--- config.mk ---
export PLATFORM = sky130hd
export DESIGN_NAME = dht_hash
export DESIGN_NICKNAME = d
export VERILOG_FILES = /design/src/hdl/dht_pkg.sv /design/src/hdl/dht_hash.sv
export SDC_FILE = /design/constraint.sdc
export NUM_CORES = 1
export LEC_CHECK = 0
export BUFFER_PORTS_ARGS = -buffer_cell sky130_fd_sc_hd__buf_2
export CELL_PAD_IN_SITES_DETAIL_PLACEMENT = 1
export CELL_PAD_IN_SITES_GLOBAL_PLACEMENT = 1
export CORE_UTILIZATION = 53
export CTS_CLUSTER_DIAMETER = 200
export DETAILED_ROUTE_END_ITERATION = 8
export HOLD_SLACK_MARGIN = 0.02
export MAX_ROUTING_LAYER = met4
export PLACE_DENSITY = 0.82
export SKIP_CTS_REPAIR_TIMING = 1
export SLEW_MARGIN = 15
export SYNTH_ARGS = -nofsm -noshare
export SYNTH_HDL_FRONTEND = slang
export SYNTH_SLANG_ARGS = --single-unit
--- constraint.sdc ---
create_clock -name clk -period 11.35 [get_ports clk]
set_clock_uncertainty 0.15 [all_clocks]
set_input_delay 2.27 -clock clk [delete_from_list [all_inputs] [get_ports clk]]
set_output_delay 2.27 -clock clk [all_outputs]
set_load 0.05 [all_outputs]
--- src/hdl/dht_pkg.sv ---
// Package of the double hash table: opcodes, field widths, slot word and state types.
// No dependencies.
package dht_pkg;

	localparam int KEY_W = 31;
	localparam int MOD_W = 16;
	localparam int PCNT_W = 16;

	localparam logic [1:0] OP_INSERT = 2'd0;
	localparam logic [1:0] OP_FIND = 2'd1;
	localparam logic [1:0] OP_CLEAR = 2'd2;

	localparam logic [MOD_W-1:0] MOD_RESET = 16'd17;

	typedef struct packed {
		logic used;
		logic [KEY_W-1:0] key;
	} slot_t;

	typedef enum logic [2:0] {
		ST_CLEAR,
		ST_IDLE,
		ST_HASH,
		ST_PROBE,
		ST_HOLD
	} dht_state_t;

	typedef enum logic [1:0] {
		HS_IDLE,
		HS_KEY,
		HS_STEP
	} hash_state_t;

endpackage

--- src/hdl/dht_hash.sv ---
// Hash unit: home slot (key mod table size) by reciprocal multiply, and probe step by a
// serial remainder over the step modulus. Depends on dht_pkg.
module dht_hash import dht_pkg::*; #(
	parameter int TABLE_SIZE = 1021,
	localparam int PW = $clog2(TABLE_SIZE)
) (
	input  logic             clk,
	input  logic             arst_n,
	input  logic             start,
	input  logic [KEY_W-1:0] key,
	input  logic [MOD_W-1:0] modulus,
	output logic             done,
	output logic [PW-1:0]    home,
	output logic [PW-1:0]    inc
);

	localparam int RW = PW + 1;
	localparam int CW = $clog2(KEY_W);
	localparam int FOLD_CYCLES = 3;
	localparam logic [RW-1:0] SIZE_R = RW'(TABLE_SIZE);
	localparam logic [KEY_W-1:0] SIZE_K = KEY_W'(TABLE_SIZE);
	// floor(2^KEY_W / TABLE_SIZE): the quotient estimate is exact or one short
	localparam logic [KEY_W-1:0] RECIP = KEY_W'((64'd1 << KEY_W) / TABLE_SIZE);

	hash_state_t state_q, state_d;
	logic [CW-1:0] cnt_q;
	logic done_q;
	logic [KEY_W-1:0] sh_q, red_x_q;
	logic [PW-1:0] home_q, inc_q;
	logic [MOD_W-1:0] rm_q;
	logic [KEY_W-1:0] x_s1, q_s1;
	logic [RW-1:0] rem_s2;

	logic [MOD_W-1:0] m1, rm_d, step;
	logic [MOD_W:0] tm;
	logic [2*KEY_W-1:0] prod;
	logic [KEY_W-1:0] qd, diff;
	logic [PW-1:0] fold;
	logic key_last, step_last;

	// restoring remainder steps: shift in the next bit, subtract once if needed
	always_comb begin
		m1 = (modulus == '0) ? MOD_W'(1) : modulus;
		tm = {rm_q, sh_q[KEY_W-1]};
		rm_d = (tm >= {1'b0, m1}) ? MOD_W'(tm - {1'b0, m1}) : tm[MOD_W-1:0];
		step = m1 - rm_d;
	end

	// reduce by the table size: estimate the quotient, multiply back, correct once
	always_comb begin
		prod = {{KEY_W{1'b0}}, red_x_q} * {{KEY_W{1'b0}}, RECIP};
		qd = q_s1 * SIZE_K;
		diff = x_s1 - qd;
		fold = (rem_s2 >= SIZE_R) ? PW'(rem_s2 - SIZE_R) : rem_s2[PW-1:0];
	end

	always_comb begin
		state_d = state_q;
		case (state_q)
			HS_IDLE: begin
				if (start) state_d = HS_KEY;
			end
			HS_KEY: begin
				if (cnt_q == '0) state_d = HS_STEP;
			end
			HS_STEP: begin
				if (cnt_q == '0) state_d = HS_IDLE;
			end
			default: state_d = HS_IDLE;
		endcase
	end

	always_comb begin
		key_last = (state_q == HS_KEY) && (cnt_q == '0);
		step_last = (state_q == HS_STEP) && (cnt_q == '0);
	end

	always_ff @(posedge clk or negedge arst_n) begin
		if (!arst_n) begin
			state_q <= HS_IDLE;
			cnt_q <= '0;
			done_q <= 1'b0;
		end else begin
			state_q <= state_d;
			done_q <= step_last;
			if (state_q == HS_IDLE) begin
				cnt_q <= CW'(KEY_W - 1);
			end else if (key_last) begin
				cnt_q <= CW'(FOLD_CYCLES - 1);
			end else begin
				cnt_q <= cnt_q - 1'b1;
			end
		end
	end

	always_ff @(posedge clk) begin
		x_s1 <= red_x_q;
		q_s1 <= prod[2*KEY_W-1:KEY_W];
		rem_s2 <= diff[RW-1:0];
	end

	always_ff @(posedge clk) begin
		unique case (state_q)
			HS_KEY: begin
				rm_q <= rm_d;
				sh_q <= sh_q << 1;
				if (key_last) begin
					home_q <= fold;
					red_x_q <= {{(KEY_W - MOD_W){1'b0}}, step};
				end
			end
			HS_STEP: begin
				if (step_last) inc_q <= fold;
			end
			default: begin
				sh_q <= key;
				red_x_q <= key;
				rm_q <= '0;
			end
		endcase
	end

	assign done = done_q;
	assign home = home_q;
	assign inc = inc_q;

endmodule

==> results of run 1 <==
final cells by class:
type | count | area share (%)
flip-flops and latches | 139 | 25.2
clock inverters | 15 | 1.05
repair buffers | 73 | 2.60
well taps | 330 | 2.73
clock buffers | 17 | 2.81
multi-input cells | 901 | 59.0
inverters | 269 | 6.68
worst register-to-register path, cell delays in order, from the launching register on:
cell	delay [ns]
edfxtp_1	0.61
ha_1	0.37
ha_1	0.30
ha_1	0.16
inv_1	0.07
fa_1	0.55
fa_1	0.45
fa_1	0.55
inv_1	0.05
ha_1	0.29
ha_1	0.30
a21oi_1	0.24
nand2_1	0.15
nor2_1	0.10
o21ai_0	0.31
a2111oi_0	0.69
nor3_1	0.14
or3_1	0.45
a31o_2	0.28
a21oi_1	0.22
xnor2_1	0.15
registers in the layout, indices dropped and copies added (netlist names):
register	flops
sh_q	31
done	1
red_x_q	31
rm_q	16
q_s1	11
x_s1	11
rem_s2	11
inc	10
state_q	2
home	10
cnt_q	5
Yosys cell counts (2+ instances only):
library cell and number:
nor2b_1 7, nand2_1 75, fa_1 94, a211oi_1 3, dfxtp_1 33, nor3b_1 2, or3_1 5, mux2i_1 12
mux2_4 2, nand3_1 18, o22ai_1 3, o211ai_1 4, clkbuf_1 21, and2_1 23, dfrtp_1 8, xor2_1 16
or2_2 8, nand3b_1 5, a31o_2 2, nand2b_1 9, ha_1 292, a41oi_1 3, o21bai_1 9, nand4_1 5
and4_1 3, nor4_1 4, a31oi_1 3, nor3_1 8, o21a_1 10, a21boi_0 4, a221oi_1 3, xnor2_1 70
nor2_1 53, a2111oi_0 2, o21ai_0 30, inv_1 268, o21ai_1 4, a21o_1 39, and3_1 5, a21oi_1 34
o31ai_1 2, edfxtp_1 98
metrics by stage:
stage	cell area [um^2]	utilization [%]
floorplan	13800	-
global placement	14500	57.1
detailed placement	14500	57.1
CTS	15100	59.4
global route	15100	59.5
finish	15100	59.5
path summary, 6_finish.rpt:
check                                           start               endpoint  slack [ns]  depth (start not counted)
worst max-delay path                       modulus[6]  red_x_q[15]$_DFFE_PP_        3.58                         24
worst min-delay path               cnt_q[0]$_DFF_PN0_     cnt_q[0]$_DFF_PN0_        0.36                          1
worst max register to register  red_x_q[10]$_DFFE_PP_       q_s1[10]$_DFF_P_        4.71                         20
worst min register to register     cnt_q[0]$_DFF_PN0_     cnt_q[0]$_DFF_PN0_        0.36                          1
max in group asynchronous                      arst_n     cnt_q[3]$_DFF_PN0_        9.34                          1
min in group asynchronous                      arst_n     cnt_q[4]$_DFF_PN0_        1.53                          1
cells by family (layout without fill, tap and decap cells):
family,after synthesis,after routing
adders and majority gates,388,388
xor gates and xnor gates,86,86
AOI/OAI and AO/OA,177,177
buffers and inverters,293,374
muxes,15,15
and+or+nand+nor,235,235
DFF,139,139
placed cells by master (no fill, tap or decap), drive strengths merged, types with 33 or more instances in the layout:
| cell type | instances |
|---|---|
| fa | 94 |
| edfxtp | 98 |
| o21ai | 35 |
| dfxtp | 33 |
| nor2 | 53 |
| inv | 275 |
| nand2 | 75 |
| ha | 292 |
| a21oi | 36 |
| buf | 73 |
| xnor2 | 70 |
| a21o | 39 |
routing by layer:
layer / track usage, % / wire length, um
met1: 33.5 / 14800
met2: 53.4 / 19300
met3: 2.69 / 1010
met4: 9.56 / 911
met5: - / 0
==> impl_metrics.tcl, run 1 <==
set metrics [dict create \
    status "finished clean" \
    cts.sinks 139 \
    start_util_pct 54.3 \
    cts-buffers-inserted 17 \
    cp_data_required_time_ns 11.36 \
    holdWs_ns 0.355 \
    regArea_um2 3800 \
    cts_tree "built" \
    async_flop_share_pct 5.76 \
    setup_tns_ns 0 \
    dieArea_um2 26700 \
    num_rows 58 \
    fmax_ghz 0.129 \
    finalSetupViolations 0 \
    crit_chain "buf_2 > nor4_1 > a41oi_1 > inv_1 > ha_1 > nor2b_1 > o21ai_2 > a21boi_4 > nor3b_4 > a21oi_4 > o21ai_0 > ha_1 > a21o_1 > a21o_1 > nor2_1 > nor2_1 > mux2_4 > o41ai_1 > o31a_1 > o21ai_1 > a221oi_2 > o311ai_2 > xnor2_1 > o21ai_1" \
    nFillCells 2789 \
    place_hpwl_um 28400 \
    rsz0062_at_grt "no" \
    cp_slowest_cell "a21oi_4" \
    final-hold-violation-count 0 \
    antenna_found_initial 0 \
    slowest_delay_ns 0.77 \
    worstSkewPairLatency_ns 0.44 \
    drtIter0Drc 429 \
    end_kind "flip-flop" \
    vias 9785 \
    cts_max_path_buffers 2 \
    hold_class "reg -> reg" \
    arrival_ns 7.78 \
    die_y_um 163 \
    yosys_warnings 0 \
    final_nets 1837 \
    syn_inst 1333 \
    wire_per_inst_um 20.7 \
    synth_area_leaders "ha_1, edfxtp_1, fa_1" \
    synth.area.mux_share_pct 1.17 \
    drv_cap 0 \
    dpl.cell_count 1711 \
    ant_nets 0 \
    synthesis.area_um2 13800 \
    drcViolationCount 0 \
    worst_pin_slew_ns 1.03 \
    dominantRegCellSynth "edfxtp_1" \
    crit_family "compound AO/OA/AOI/OAI gates" \
    grt_max_degree 65 \
    avgViaCountPerCell 5.61 \
    chipWidth_um 163 \
    place_ws_ns 3.15 \
    port_buffers 70 \
    synth-adder-area-share_pct 40.3 \
    setup.worst_path.start_class "input port" \
    overflow 0 \
    critPathMaxFanout 27 \
    drv_slew 0 \
    area_growth_pct 9.53 \
    worst-path-buf-inv 2 \
    worstSetupPathType "in -> reg" \
    ys_types 76 \
    gp_congestion 0.886 \
    coreArea_um2 25400 \
    cts-root-buf "clkbuf_16" \
    htreeDepth 4 \
    fin_crit_ns 7.77 \
    slew_headroom_pct 31.0 \
    synth.avg_cell_area_um2 10.4 \
    syn_nets 1769 \
    final_cells 1744 \
    synth_top_area_share_pct 26.5 \
    cts.clk_slew.worst_paths_ns 0.07 \
    seq_area_frac_synth_pct 27.6 \
    synth_top_family_by_area "adder cells" \
    wirelength_um 36000 \
    multi_input_area_um2 8910 \
    grt_pass1_wl_um 57200 \
    fin_crit_sh_pct 68.4 \
    grt_pass1_vias 11000 \
    grt_use_total_pct 29.3 \
    synth_edf_count 98 \
    drt_pass1_iterations 5 \
    synth_compound_gate_area_share_pct 9.16 \
    synthXorXnorAreaFrac_pct 5.46 \
    diodes 0 \
    drive_gt1_share_pct 9.69 \
    synthSimpleGateAreaFrac_pct 8.38 \
    io_pins 71 \
    synth_seq_cells 139 \
    yosysTopAreaCell "ha_1" \
    setup_slack_ns 3.58 \
]
Power of run 1 is left out: the tool's default activity adds up to more than one toggle a clock period on the data nets, which glitch-free logic cannot reach.
==> run 2: changes to the inputs <==
--- a/config.mk
+++ b/config.mk
@@ -8,12 +8,12 @@
 export BUFFER_PORTS_ARGS = -buffer_cell sky130_fd_sc_hd__buf_2
 export CELL_PAD_IN_SITES_DETAIL_PLACEMENT = 1
 export CELL_PAD_IN_SITES_GLOBAL_PLACEMENT = 1
-export CORE_UTILIZATION = 53
+export CORE_UTILIZATION = 51
 export CTS_CLUSTER_DIAMETER = 200
 export DETAILED_ROUTE_END_ITERATION = 8
 export HOLD_SLACK_MARGIN = 0.02
 export MAX_ROUTING_LAYER = met4
-export PLACE_DENSITY = 0.82
+export PLACE_DENSITY = 0.79
 export SKIP_CTS_REPAIR_TIMING = 1
 export SLEW_MARGIN = 15
 export SYNTH_ARGS = -nofsm -noshare
==> constraint.sdc (replaced) <==
create_clock -name clk -period 8.1 [get_ports clk]
set_clock_uncertainty 0.15 [all_clocks]
set_input_delay 1.62 -clock clk [delete_from_list [all_inputs] [get_ports clk]]
set_output_delay 1.62 -clock clk [all_outputs]
set_load 0.05 [all_outputs]
==> impl_metrics.tcl, run 2 (synthesized netlist as in run 1, its figures left out) <==
set metrics [dict create \
    status "complete, but fails checks" \
    violations "DRC" \
    wire_per_inst_um 19.8 \
    rr_startpoint "red_x_q[9]$_DFFE_PP_" \
    slew_headroom_pct 21.0 \
    num_rows 59 \
    grt_pass1_wl_um 56100 \
    die_y_um 167 \
    met3_wirelength_um 955 \
    setup_tns_ns 0 \
    min_to "cnt_q[0]$_DFF_PN0_" \
    arrival_ns 6.91 \
    hold_class "reg -> reg" \
    reg2reg_depth 23 \
    fmax_ghz 0.145 \
    cts_max_path_buffers 2 \
    critPathMaxFanout 12 \
    worstSkewPairLatency_ns 0.43 \
    setup.worst_path.start_class "input port" \
    nFillCells 2927 \
    highest_layer "met4" \
    place_hpwl_um 27600 \
    fin_crit_sh_pct 85.2 \
    end_kind "flip-flop" \
    port_buffers 70 \
    final_nets 1837 \
    crit_chain "buf_2 > nor4_1 > a41oi_1 > inv_1 > ha_1 > nor2b_1 > o21ai_2 > a21boi_4 > nor3b_4 > a21oi_4 > o21ai_0 > ha_1 > a21o_1 > a21o_1 > nor2_1 > nor2_1 > mux2_4 > o41ai_1 > o31a_1 > o21ai_1 > a221oi_2 > o311ai_2 > xnor2_1 > o21ai_1" \
    grt_pass1_vias 10700 \
    rrSetupSlack_ns 1.45 \
    drv_cap 0 \
    grt_use_total_pct 27.0 \
    rsz0062_at_grt "no" \
    cp_slowest_cell "a221oi_2" \
    cts.clk_slew.worst_paths_ns 0.07 \
    fin_crit_ns 6.90 \
    wirelength_um 34600 \
    worstSetupPathType "in -> reg" \
    cts-buffers-inserted 17 \
    overflow 0 \
    final_common_cell "ha_1" \
    drt_pass1_iterations 6 \
    diodes 0 \
    antenna_found_initial 0 \
    crit_family "compound AO/OA/AOI/OAI gates" \
    start_util_pct 52.5 \
    drcViolationCount 1 \
    gp_congestion 0.877 \
    area_growth_pct 9.58 \
    worst-path-buf-inv 2 \
    cp_data_required_time_ns 8.11 \
    avgViaCountPerCell 5.44 \
    drv_slew 0 \
    drive_gt1_share_pct 9.69 \
    drtIter0Drc 306 \
    ant_nets 0 \
    met2_length_um 18200 \
    cts-root-buf "clkbuf_16" \
    vias 9520 \
    dieArea_um2 27700 \
    htreeDepth 4 \
    hold_path_depth 1 \
    slowest_delay_ns 0.46 \
    final-hold-violation-count 0 \
    top_regs "red_x_q x31, sh_q x31, rm_q x16" \
    cts.sinks 139 \
    timing.rr.end "q_s1[10]$_DFF_P_" \
    worst_pin_slew_ns 1.18 \
    chipWidth_um 167 \
    wl_met1_um 14500 \
    layout_common_cells "ha_1, inv_1, edfxtp_1" \
    coreArea_um2 26300 \
    io_pins 71 \
    grt_max_degree 65 \
    cts_tree "built" \
    finalSetupViolations 0 \
    min_from "cnt_q[0]$_DFF_PN0_" \
]
[run 2: cell types whose count changed in the layout (fill, tap and decap cells not counted), sizes merged]
cell / delta
clkinv: -3
clkinvlp: +1
inv: +1
bufinv: +1
[run 2: worst max-delay path by stage]
stage	endpoint	start	slack, ns	cells past startpoint
after floorplan	red_x_q[15]$_DFFE_PP_	modulus[6]	1.13	26
after global placement	red_x_q[15]$_DFFE_PP_	modulus[9]	1.0	24
after detailed placement	red_x_q[15]$_DFFE_PP_	modulus[9]	0.84	24
after CTS	red_x_q[15]$_DFFE_PP_	modulus[9]	1.22	24
after global routing	red_x_q[15]$_DFFE_PP_	modulus[8]	0.73	24
final	red_x_q[15]$_DFFE_PP_	modulus[9]	1.20	24
[run 2: cell type report]
cell class                      count  area (um^2)  area share (%)
Inverter                          269         1010            6.68
Tap cell                          335          419            2.77
Multi-Input combinational cell    901         8910            58.9
Clock inverter                     15          180            1.19
Sequential cell                   139         3800            25.1
Timing Repair Buffer               73          373            2.47
Clock buffer                       17          425            2.81
[run 2: per-layer routing]
metal | track usage (%) | vias to the layer above
li1 | - | 4589
met5 | - | -
met3 | 3.23 | 53
met2 | 48.8 | 131
met4 | 8.49 | 0
met1 | 31.1 | 4747
[run 2: stage by stage]
| step | utilization [%] | cells | cell area [um^2] | hold WS (ns) | setup slack [ns] |
|---|---|---|---|---|---|
| after floorplan | - | 1333 | 13800 | 0.276 | 1.13 |
| after global placement | 55.3 | 1717 | 14500 | 0.294 | 0.997 |
| after detailed placement | 55.3 | 1717 | 14500 | 0.301 | 0.835 |
| after CTS | 57.6 | 1749 | 15100 | 0.317 | 1.22 |
| after global routing | 57.6 | 1749 | 15100 | 0.344 | 0.731 |
| final | 57.6 | 1749 | 15100 | 0.319 | 1.20 |
Power of run 2 is left out for the same reason.
==> run 3: changes to the inputs <==
--- a/config.mk
+++ b/config.mk
@@ -5,7 +5,7 @@
 export SDC_FILE = /design/constraint.sdc
 export NUM_CORES = 1
 export LEC_CHECK = 0
-export BUFFER_PORTS_ARGS = -buffer_cell sky130_fd_sc_hd__buf_2
+export BUFFER_PORTS_ARGS = -buffer_cell sky130_fd_sc_hd__buf_4
 export CELL_PAD_IN_SITES_DETAIL_PLACEMENT = 1
 export CELL_PAD_IN_SITES_GLOBAL_PLACEMENT = 1
 export CORE_UTILIZATION = 51
==> impl_metrics.tcl, run 3 (synthesized netlist as in run 1, its figures left out) <==
set metrics [dict create \
    status "complete, but fails checks" \
    violations "DRC" \
    vias 9559 \
    met3_wirelength_um 1050 \
    rsz0062_at_grt "no" \
    critPathMaxFanout 19 \
    place_hpwl_um 27800 \
    port_buffers 70 \
    end_kind "flip-flop" \
    overflow 0 \
    drive_gt1_share_pct 9.69 \
    hold_class "reg -> reg" \
    worstSetupPathType "in -> reg" \
    drcViolationCount 1 \
    cts.sinks 139 \
    final_nets 1837 \
    grt_pass1_vias 10800 \
    cts.clk_slew.worst_paths_ns 0.07 \
    antenna_found_initial 2 \
    drtIter0Drc 327 \
    fin_crit_sh_pct 87.3 \
    final_common_cell "ha_1" \
    fin_crit_ns 7.07 \
    finalSetupViolations 0 \
    arrival_ns 7.07 \
    chipWidth_um 167 \
    fmax_ghz 0.141 \
    dieArea_um2 27700 \
    coreArea_um2 26300 \
    htreeDepth 4 \
    final-hold-violation-count 0 \
    avgViaCountPerCell 5.47 \
    ant_nets 0 \
    cts-buffers-inserted 17 \
    die_y_um 167 \
    cts-root-buf "clkbuf_16" \
    drv_slew 0 \
    worst_pin_slew_ns 1.13 \
    cp_data_required_time_ns 8.10 \
    setup_tns_ns 0 \
    diodes 0 \
    met2_length_um 18000 \
    start_util_pct 52.5 \
    drt_pass1_iterations 6 \
    grt_max_degree 65 \
    cts_max_path_buffers 2 \
    gp_congestion 0.874 \
    cts_tree "built" \
    io_pins 71 \
    grt_use_total_pct 27.3 \
    area_growth_pct 10.7 \
    highest_layer "met4" \
    wire_per_inst_um 19.7 \
    top_regs "red_x_q x31, sh_q x31, rm_q x16" \
    layout_common_cells "ha_1, inv_1, edfxtp_1" \
    grt_pass1_wl_um 56500 \
    slew_headroom_pct 24.3 \
    wirelength_um 34500 \
    num_rows 59 \
    drv_cap 0 \
    wl_met1_um 14500 \
    worstSkewPairLatency_ns 0.43 \
    setup.worst_path.start_class "input port" \
]
run 3: cell types whose count changed in the layout (fill, tap and decap cells not counted):
| cell | delta |
|---|---|
| buf_2 | -70 |
| buf_4 | +70 |
| bufinv_16 | -1 |
| clkinv_2 | +1 |
| clkinvlp_2 | -1 |
| clkinvlp_4 | +1 |
run 3: routing by layer:
| layer | up-vias | track usage [%] |
|---|---|---|
| met5 | - | - |
| met4 | 0 | 9.10 |
| met3 | 62 | 4.02 |
| met2 | 133 | 49.1 |
| met1 | 4785 | 30.9 |
| li1 | 4579 | - |
run 3: final timing paths:
path,startpoint,slack (ns),end,depth (start not counted)
min in group asynchronous,arst_n,0.84,cnt_q[2]$_DFF_PN0_,1
worst min-delay path,cnt_q[0]$_DFF_PN0_,0.35,cnt_q[0]$_DFF_PN0_,1
worst min register to register,cnt_q[0]$_DFF_PN0_,0.35,cnt_q[0]$_DFF_PN0_,1
worst max register to register,red_x_q[10]$_DFFE_PP_,1.34,q_s1[10]$_DFF_P_,20
worst max-delay path,modulus[8],1.03,red_x_q[15]$_DFFE_PP_,24
max in group asynchronous,arst_n,6.82,cnt_q[3]$_DFF_PN0_,1
run 3: per-stage QoR:
stage	hold slack [ns]	instance area, um^2	std cells	setup slack (ns)	utilization, %
floorplan	0.276	13800	1333	1.13	-
global placement	0.293	14700	1717	0.906	55.9
detailed placement	0.313	14700	1717	0.666	55.9
CTS	0.372	15300	1749	1.02	58.1
global route	0.390	15300	1749	0.613	58.1
finish	0.353	15300	1749	1.03	58.1
run 3: cell type report:
class | count | area, um^2
clock inverters | 15 | 158
repair buffers | 73 | 548
well taps | 335 | 419
fillers | 2889 | 11000
multi-input cells | 901 | 8910
flip-flops and latches | 139 | 3800
inverters | 269 | 1010
clock buffers | 17 | 425
run 3: worst max-delay path, stage by stage:
cell      delay, ns
buf_4          0.13
nor4_1         0.46
a41oi_1        0.22
inv_1          0.13
ha_1           0.20
nor2b_1        0.08
o21ai_2        0.20
a21boi_4       0.09
nor3b_4        0.27
a21oi_4        0.23
o21ai_0        0.52
ha_1           0.33
a21o_1         0.18
a21o_1         0.19
nor2_1         0.19
nor2_1         0.07
mux2_4         0.28
o41ai_1        0.33
o31a_1         0.31
o21ai_1        0.16
a221oi_2       0.45
o311ai_2       0.17
xnor2_1        0.18
o21ai_1        0.08
Power of run 3 is left out for the same reason.
